`src/design/tcfp_pkg.sv`:
```
// Shared types and constants for the tether command frame parser.
`timescale 1ns / 1ps

package tcfp_pkg;

    localparam int NUM_FIELDS = 5;

    localparam logic [7:0] CH_CTRL  = 8'h43;  // 'C'
    localparam logic [7:0] CH_GAIN  = 8'h47;  // 'G'
    localparam logic [7:0] CH_END   = 8'h3B;  // ';'
    localparam logic [7:0] CH_COMMA = 8'h2C;  // ','
    localparam logic [7:0] CH_PLUS  = 8'h2B;  // '+'
    localparam logic [7:0] CH_MINUS = 8'h2D;  // '-'
    localparam logic [7:0] CH_ZERO  = 8'h30;  // '0'
    localparam logic [7:0] CH_NINE  = 8'h39;  // '9'
    localparam logic [7:0] CH_SPACE = 8'h20;
    localparam logic [7:0] CH_TAB   = 8'h09;
    localparam logic [7:0] CH_CR    = 8'h0D;

    localparam logic [31:0] MAG_LIMIT = 32'h8000_0000;
    localparam logic [31:0] POS_MAX   = 32'h7FFF_FFFF;

    localparam logic [15:0] STALE_LIMIT_RESET = 16'd1500;

    typedef enum logic [1:0] {
        KIND_CTRL  = 2'd0,
        KIND_GAIN  = 2'd1,
        KIND_STALE = 2'd2
    } kind_t;

    typedef enum logic [1:0] {
        FT_UNKNOWN = 2'd0,
        FT_CTRL    = 2'd1,
        FT_GAIN    = 2'd2
    } frame_type_t;

    typedef enum logic [5:0] {
        PH_FIRST  = 6'b000001,
        PH_SKIP   = 6'b000010,
        PH_SIGNED = 6'b000100,
        PH_DIGITS = 6'b001000,
        PH_COMMA  = 6'b010000,
        PH_DONE   = 6'b100000
    } phase_t;

endpackage

```
`src/design/tether_command_frame_parser.sv`:
```
// Tether command frame parser: byte-serial C/G frame checker with stale timeout.
`timescale 1ns / 1ps

// Channel  | Signals                                   | Direction
// ---------+-------------------------------------------+----------
// input    | in_valid, in_ready, mode, byte_value      | in
// result   | out_valid, out_ready, kind, control_mode, | out
//          | value_a..value_e, stale                   |
// config   | cfg_valid, cfg_ready, cfg_data            | in
//
// One input transaction per cycle while in_ready is high. All parsing for a
// byte or poll is done in one pass of combinational logic; the result goes
// into a single output register on acceptance. in_ready drops only while that
// register holds a result that the sink has not taken. cfg_ready is always
// high. rst_n clears all control state; stale_limit resets to 1500.
//
// Frames: 'C' d,n,n,n,n;  or  'G' n,n,n,n,n;  with leading white space
// skipped before each field. A frame that reaches BUFFER_BYTES bytes is
// dropped and the next byte starts a new frame. Values saturate to 32 bits.
// Every byte reloads the stale counter; each poll counts it down and once
// below zero each poll yields a stale result with all values zero.

module tether_command_frame_parser #(
    parameter int BUFFER_BYTES = 40
) (
    input  logic                 clk,
    input  logic                 rst_n,

    input  logic                 in_valid,
    output logic                 in_ready,
    input  logic                 mode,
    input  logic [7:0]           byte_value,

    output logic                 out_valid,
    input  logic                 out_ready,
    output logic [1:0]           kind,
    output logic [3:0]           control_mode,
    output logic signed [31:0]   value_a,
    output logic signed [31:0]   value_b,
    output logic signed [31:0]   value_c,
    output logic signed [31:0]   value_d,
    output logic signed [31:0]   value_e,
    output logic                 stale,

    input  logic                 cfg_valid,
    output logic                 cfg_ready,
    input  logic [15:0]          cfg_data
);
    import tcfp_pkg::*;

    localparam int CNT_W = $clog2(BUFFER_BYTES + 1);

    // Control state
    logic [15:0]        stale_limit_reg;
    logic signed [16:0] stale_cnt_reg, stale_cnt_next;
    logic               collecting_reg, collecting_next;
    logic [CNT_W-1:0]   count_reg, count_next;
    frame_type_t        ftype_reg, ftype_next;
    logic [2:0]         fidx_reg, fidx_next;
    phase_t             phase_reg, phase_next;
    logic               neg_reg, neg_next;
    logic [31:0]        acc_reg, acc_next;
    logic               failed_reg, failed_next;

    // Field store (payload)
    logic [31:0]        store_reg [NUM_FIELDS];
    logic [31:0]        store_next [NUM_FIELDS];

    // Output register
    logic               out_valid_reg, out_valid_next;
    kind_t              kind_reg;
    logic [3:0]         cmode_reg;
    logic [31:0]        val_reg [NUM_FIELDS];

    logic               in_fire;
    logic               res_valid;
    kind_t              res_kind;
    logic [3:0]         res_cmode;
    logic [31:0]        res_val [NUM_FIELDS];

    assign in_ready  = !out_valid_reg || out_ready;
    assign in_fire   = in_valid && in_ready;
    assign cfg_ready = 1'b1;

    always_comb
    begin
        logic [7:0]       c;
        logic [3:0]       dig;
        logic             is_dig;
        logic             is_sp;
        logic [35:0]      acc_w;
        logic [35:0]      prod;
        logic [31:0]      fin;
        logic [CNT_W-1:0] cnt_inc;
        logic             ok;

        c       = byte_value;
        dig     = c[3:0];
        is_dig  = (c >= CH_ZERO) && (c <= CH_NINE);
        is_sp   = (c == CH_SPACE) || ((c >= CH_TAB) && (c <= CH_CR));
        acc_w   = {4'b0, acc_reg};
        prod    = (acc_w << 3) + (acc_w << 1) + {32'b0, dig};
        // close of a value: negate or clamp the saturated magnitude
        fin     = neg_reg ? (32'd0 - acc_reg) : ((acc_reg > POS_MAX) ? POS_MAX : acc_reg);
        cnt_inc = count_reg + CNT_W'(1);
        ok      = 1'b0;

        stale_cnt_next  = stale_cnt_reg;
        collecting_next = collecting_reg;
        count_next      = count_reg;
        ftype_next      = ftype_reg;
        fidx_next       = fidx_reg;
        phase_next      = phase_reg;
        neg_next        = neg_reg;
        acc_next        = acc_reg;
        failed_next     = failed_reg;
        for (int k = 0; k < NUM_FIELDS; k++)
        begin
            store_next[k] = store_reg[k];
            res_val[k]    = '0;
        end
        res_valid = 1'b0;
        res_kind  = KIND_CTRL;
        res_cmode = '0;

        if (mode)
        begin
            // empty poll
            if (!stale_cnt_reg[16])
            begin
                stale_cnt_next = stale_cnt_reg - 17'sd1;
            end
            if (stale_cnt_next[16])
            begin
                res_valid = 1'b1;
                res_kind  = KIND_STALE;
            end
        end
        else
        begin
            stale_cnt_next = $signed({1'b0, stale_limit_reg});
            if (collecting_reg || c == CH_CTRL || c == CH_GAIN)
            begin
                if (!failed_reg)
                begin
                    unique case (phase_reg)
                        PH_FIRST:
                        begin
                            if (c == CH_CTRL)
                            begin
                                ftype_next = FT_CTRL;
                                fidx_next  = '0;
                                phase_next = PH_SKIP;
                            end
                            else if (c == CH_GAIN)
                            begin
                                ftype_next = FT_GAIN;
                                fidx_next  = '0;
                                phase_next = PH_SKIP;
                            end
                            else
                            begin
                                failed_next = 1'b1;
                            end
                        end
                        PH_SKIP:
                        begin
                            if (is_sp)
                            begin
                                // skip white space
                            end
                            else if (ftype_reg == FT_CTRL && fidx_reg == 3'd0)
                            begin
                                if (is_dig)
                                begin
                                    store_next[0] = {28'b0, dig};
                                    fidx_next     = 3'd1;
                                    phase_next    = PH_COMMA;
                                end
                                else
                                begin
                                    failed_next = 1'b1;
                                end
                            end
                            else if (c == CH_PLUS || c == CH_MINUS)
                            begin
                                neg_next   = (c == CH_MINUS);
                                acc_next   = '0;
                                phase_next = PH_SIGNED;
                            end
                            else if (is_dig)
                            begin
                                neg_next   = 1'b0;
                                acc_next   = {28'b0, dig};
                                phase_next = PH_DIGITS;
                            end
                            else
                            begin
                                failed_next = 1'b1;
                            end
                        end
                        PH_SIGNED:
                        begin
                            if (is_dig)
                            begin
                                acc_next   = {28'b0, dig};
                                phase_next = PH_DIGITS;
                            end
                            else
                            begin
                                failed_next = 1'b1;
                            end
                        end
                        PH_DIGITS:
                        begin
                            if (is_dig)
                            begin
                                acc_next = (prod > {4'b0, MAG_LIMIT}) ? MAG_LIMIT : prod[31:0];
                            end
                            else
                            begin
                                if (fidx_reg < 3'(NUM_FIELDS))
                                begin
                                    store_next[fidx_reg] = fin;
                                end
                                fidx_next = fidx_reg + 3'd1;
                                neg_next  = 1'b0;
                                acc_next  = '0;
                                if (fidx_next >= 3'(NUM_FIELDS))
                                begin
                                    phase_next = PH_DONE;
                                end
                                else if (c == CH_COMMA)
                                begin
                                    phase_next = PH_SKIP;
                                end
                                else
                                begin
                                    failed_next = 1'b1;
                                end
                            end
                        end
                        PH_COMMA:
                        begin
                            if (c == CH_COMMA)
                            begin
                                phase_next = PH_SKIP;
                            end
                            else
                            begin
                                failed_next = 1'b1;
                            end
                        end
                        PH_DONE:
                        begin
                            // trailing text up to ';' is not checked
                        end
                        default:
                        begin
                            failed_next = 1'b1;
                        end
                    endcase
                end

                ok = !failed_next && (phase_next == PH_DONE);

                if (cnt_inc >= CNT_W'(BUFFER_BYTES))
                begin
                    // overflow: drop frame, keep collecting
                    collecting_next = 1'b1;
                    count_next      = '0;
                    ftype_next      = FT_UNKNOWN;
                    fidx_next       = '0;
                    phase_next      = PH_FIRST;
                    neg_next        = 1'b0;
                    acc_next        = '0;
                    failed_next     = 1'b0;
                end
                else if (c == CH_END)
                begin
                    if (ok && ftype_next == FT_CTRL)
                    begin
                        res_valid = 1'b1;
                        res_kind  = KIND_CTRL;
                        res_cmode = store_next[0][3:0];
                        for (int k = 1; k < NUM_FIELDS; k++)
                        begin
                            res_val[k-1] = store_next[k];
                        end
                    end
                    else if (ok && ftype_next == FT_GAIN)
                    begin
                        res_valid = 1'b1;
                        res_kind  = KIND_GAIN;
                        for (int k = 0; k < NUM_FIELDS; k++)
                        begin
                            res_val[k] = store_next[k];
                        end
                    end
                    collecting_next = 1'b0;
                    count_next      = '0;
                    ftype_next      = FT_UNKNOWN;
                    fidx_next       = '0;
                    phase_next      = PH_FIRST;
                    neg_next        = 1'b0;
                    acc_next        = '0;
                    failed_next     = 1'b0;
                end
                else
                begin
                    collecting_next = 1'b1;
                    count_next      = cnt_inc;
                end
            end
        end
    end

    assign out_valid_next = (in_fire && res_valid) || (out_valid_reg && !out_ready);

    always_ff @(posedge clk or negedge rst_n)
    begin
        if (!rst_n)
        begin
            stale_limit_reg <= STALE_LIMIT_RESET;
            stale_cnt_reg   <= '0;
            collecting_reg  <= 1'b0;
            count_reg       <= '0;
            ftype_reg       <= FT_UNKNOWN;
            fidx_reg        <= '0;
            phase_reg       <= PH_FIRST;
            neg_reg         <= 1'b0;
            acc_reg         <= '0;
            failed_reg      <= 1'b0;
            out_valid_reg   <= 1'b0;
        end
        else
        begin
            if (cfg_valid && cfg_ready)
            begin
                stale_limit_reg <= cfg_data;
            end
            if (in_fire)
            begin
                stale_cnt_reg  <= stale_cnt_next;
                collecting_reg <= collecting_next;
                count_reg      <= count_next;
                ftype_reg      <= ftype_next;
                fidx_reg       <= fidx_next;
                phase_reg      <= phase_next;
                neg_reg        <= neg_next;
                acc_reg        <= acc_next;
                failed_reg     <= failed_next;
            end
            out_valid_reg <= out_valid_next;
        end
    end

    // payload: field store and result register
    always_ff @(posedge clk)
    begin
        if (in_fire)
        begin
            for (int k = 0; k < NUM_FIELDS; k++)
            begin
                store_reg[k] <= store_next[k];
            end
        end
        if (in_fire && res_valid)
        begin
            kind_reg  <= res_kind;
            cmode_reg <= res_cmode;
            for (int k = 0; k < NUM_FIELDS; k++)
            begin
                val_reg[k] <= res_val[k];
            end
        end
    end

    assign out_valid    = out_valid_reg;
    assign kind         = kind_reg;
    assign control_mode = cmode_reg;
    assign value_a      = $signed(val_reg[0]);
    assign value_b      = $signed(val_reg[1]);
    assign value_c      = $signed(val_reg[2]);
    assign value_d      = $signed(val_reg[3]);
    assign value_e      = $signed(val_reg[4]);
    assign stale        = (kind_reg == KIND_STALE);

endmodule

```
`config.mk`:
```
export PLATFORM = sky130hd
export DESIGN_NAME = tether_command_frame_parser
export DESIGN_NICKNAME = d
export VERILOG_FILES = /design/src/design/tcfp_pkg.sv /design/src/design/tether_command_frame_parser.sv
export SDC_FILE = /design/constraint.sdc
export NUM_CORES = 1
export LEC_CHECK = 0
export BUFFER_PORTS_ARGS = -buffer_cell sky130_fd_sc_hd__buf_2
export CELL_PAD_IN_SITES_DETAIL_PLACEMENT = 1
export CELL_PAD_IN_SITES_GLOBAL_PLACEMENT = 2
export CORE_UTILIZATION = 43
export DETAILED_ROUTE_END_ITERATION = 12
export PLACE_DENSITY_LB_ADDON = 0.1
export SETUP_SLACK_MARGIN = 0.02
export SYNTH_ARGS = -nofsm -noshare
export SYNTH_HDL_FRONTEND = slang
export SYNTH_SLANG_ARGS = --single-unit
```
`constraint.sdc`:
```
create_clock -name clk -period 24.8 [get_ports clk]
set_input_delay 1.24 -clock clk [delete_from_list [all_inputs] [get_ports clk]]
set_output_delay 1.24 -clock clk [all_outputs]
set_load 0.02 [all_outputs]
```
==> flow_summary_export.csv <==
group,metric,value,unit
sta,tightest_slew,1.08,ns
sta,max_freq,147,MHz
worst_hold_path,hp-start,"stale_cnt_reg[13]$_DFFE_PN0P_",
cts,clock_path_buffers,3,
detailed_routing,antenna_left,0,
sta,relSlewSlack,28.1,%
cts,cts_buffers,46,
cts,htreeDepth,2,
setup_path,cp-start-kind,"primary input",
synthesis,synthFlopType,"edfxtp_1",
detailed_routing,top_layer,"met4",
setup_path,arrival,7.01,ns
cts,cts_hold_buf,0,
cts,postCtsSetupBuffers,0,
cells_and_area,fin_area,24500,um2
placed_design,routabilityCongestion,0.869,
status,status,"finished clean",
placed_design,dpl_cell_area,23100,um2
cts,cts.repair.resized,0,
sta,setup_ws,17.99,ns
detailed_routing,vias,16781,
setup_path,r2r_end,"control_mode[0]$_SDFFCE_PP0P_",
synthesis,syn_inst,1980,
setup_path,rrSetupSlack,18.58,ns
die,rows,81,
global_routing,antenna_found_initial,1,
detailed_routing,drc,0,
detailed_routing,wl_per_cell,23.2,um
setup_path,worstSetupEndpointType,"flip-flop",
setup_path,crit_path_max_fanout,76,
cts,cts_root_buffer,"clkbuf_16",
sta,finalSetupTns,0,ns
cts,clock_sinks,412,
synthesis,netlist-cell-type-count,95,
setup_path,crit_type,"in2reg",
setup_path,reg2reg_depth,12,
die,die_area,51000,um2
cts,clk_pin_slew,0.06,ns
synthesis,synth-edff-count,326,
placed_design,place_hpwl,46.8,mm
placed_design,port_buffers,198,
power_and_ir_drop,cellLeakagePower,0.0108,uW
global_routing,grt_pass1_wl,102,mm
sta,finalCritPeriodShare,27.5,%
detailed_routing,wl_met3,2.88,mm
global_routing,grt_use_total,26.0,%
cells_and_area,layout_commonest_cell,"edfxtp_1",
sta,slew_viol_final,0,
sta,fin_skew,0.0152,ns
run,drv_cap,0,
cells_and_area,num-fill-cells,5278,
die,die_w,226,um
cts,clk_latency,0.58,ns
worst_hold_path,hold_class,"reg2reg",
detailed_routing,dr.first_iter.drc_count,1150,
die,die_h,226,um
global_routing,grt_max_degree,81,
power_and_ir_drop,power.total,1540,uW
synthesis,ys_warn_count,0,
sta,hold_viol,0,
power_and_ir_drop,ir_drop,54.5,uV
die,num_io_pins,200,
placed_design,pre_cts_ws,17.55,ns
detailed_routing,wl_met1,29.5,mm
detailed_routing,viasPerCell,5.92,
cells_and_area,syn_to_final_growth,13.7,%
power_and_ir_drop,p_per_area,62.9,nW/um2
detailed_routing,firstDrtPassIters,5,
cells_and_area,drive_gt1_share,16.2,%
cells_and_area,fin_nets,2238,
setup_path,regToRegStartpoint,"phase_reg[5]$_DFFE_PN0P_",
synthesis,syn-num-nets,2081,
sta,finalCriticalPeriod,6.81,ns
global_routing,grt_pass1_vias,17022,
synthesis,avgSynthCellArea,10.9,um2
global_routing,overflow,0,
synthesis,synth-async-reset-ratio,20.9,%
worst_hold_path,holdPathStages,2,
cells_and_area,final_cell_mix,"326 x edfxtp_1, 197 x buf_2, 158 x nand2_1, 152 x inv_1, 147 x nor2_1",
sta,rsz0062_at_grt,"false",
setup_path,cp_data_required_time,25.00,ns
sta,setup_viol,0,
synthesis,ys_seq_area_share,55.5,%
cts,tritoncts,"done",
detailed_routing,finalWirelength,65.9,mm
die,start_util,43.8,%
detailed_routing,dr_wl_met2,32.1,mm
worst_hold_path,min_to,"stale_cnt_reg[13]$_DFFE_PN0P_",
synthesis,synthesis.area,21500,um2
synthesis,synth_seq_cells,412,
die,core,49200,um2
-- report_power, final --
part / total [uW] / internal (uW) / switching, uW
registers: 777 / 763 / 14.3
clock network: 665 / 379 / 286
logic: 97.6 / 30.6 / 67.0
-- per-layer routing --
layer  vias to the layer above  global-route usage [%]
met4                         0                    6.80
met1                      8583                    35.5
met3                        77                    3.20
met2                       407                    43.5
met5                         -                       0
li1                       7714                       -
-- kinds of logic (layout without fill, tap and decap cells) --
family,Yosys count,count (layout),synth area share [%]
DFF,412,412,55.5
AOI/OAI and AO/OA,575,575,17.0
muxes,111,111,5.29
and+or+nand+nor,502,502,11.3
buffers and inverters,274,465,5.22
other,1,3,0.0174
xor gates and xnor gates,34,34,1.45
adders and majority gates,71,71,4.19
-- worst max path at each step --
stage / cells after the start / end / startpoint / slack (ns)
6_report: 12 / control_mode[0]$_SDFFCE_PP0P_ / byte_value[7] / 17.99
5_1_grt: 12 / control_mode[0]$_SDFFCE_PP0P_ / byte_value[7] / 17.62
4_1_cts: 12 / control_mode[0]$_SDFFCE_PP0P_ / byte_value[7] / 18.04
3_5_place_dp: 12 / control_mode[1]$_SDFFCE_PP0P_ / byte_value[7] / 17.55
3_3_place_gp: 12 / control_mode[0]$_SDFFCE_PP0P_ / byte_value[7] / 17.85
2_1_floorplan: 11 / control_mode[0]$_SDFFCE_PP0P_ / byte_value[7] / 14.10
-- cell type report --
| cell class | instances | area, um2 | area share (%) |
|---|---|---|---|
| tap | 664 | 831 | 3.39 |
| clock inverter | 24 | 220 | 0.899 |
| clock buffer | 58 | 1220 | 4.97 |
| timing repair buffer | 219 | 1150 | 4.70 |
| inverter | 164 | 621 | 2.53 |
| multi-input combinational | 1294 | 8500 | 34.7 |
| antenna | 2 | 5.00 | 0.0204 |
| sequential | 412 | 12000 | 48.8 |
-- cells in the mapped netlist, types with 18 or more instances --
cell	n	area, um2
mux2i_1	89	891
o22ai_1	109	682
buf_2	31	155
clkbuf_1	58	218
nand3_1	34	170
ha_1	69	863
edfxtp_1	326	9790
a22o_1	24	210
o21ai_0	111	556
o21ai_1	24	120
nor2_1	148	556
nand2_1	160	601
dfrtp_1	78	1950
a21oi_1	135	676
o41ai_1	18	158
mux2_2	22	248
nor3_1	41	205
inv_1	153	574
-- critical path: stages --
cell     delay, ns
buf_2         0.12
nor3b_1       0.38
nand3_1       0.61
o21ai_1       0.45
nor3b_1       0.12
nor4_2        0.35
nor4b_4       0.45
nand2_4       0.44
and3_1        0.46
nor2_4        0.44
buf_4         0.85
buf_4         0.92
-- metrics by stage --
stage               hold slack (ns)  cells  utilization, %
floorplan                     0.450   1980               -
global placement              0.482   2753            46.9
detailed placement            0.500   2753            46.9
CTS                           0.518   2835            49.8
global route                  0.543   2836            49.8
finish                        0.513   2837            49.8
No activity file was read; power rests on OpenSTA's default activity.
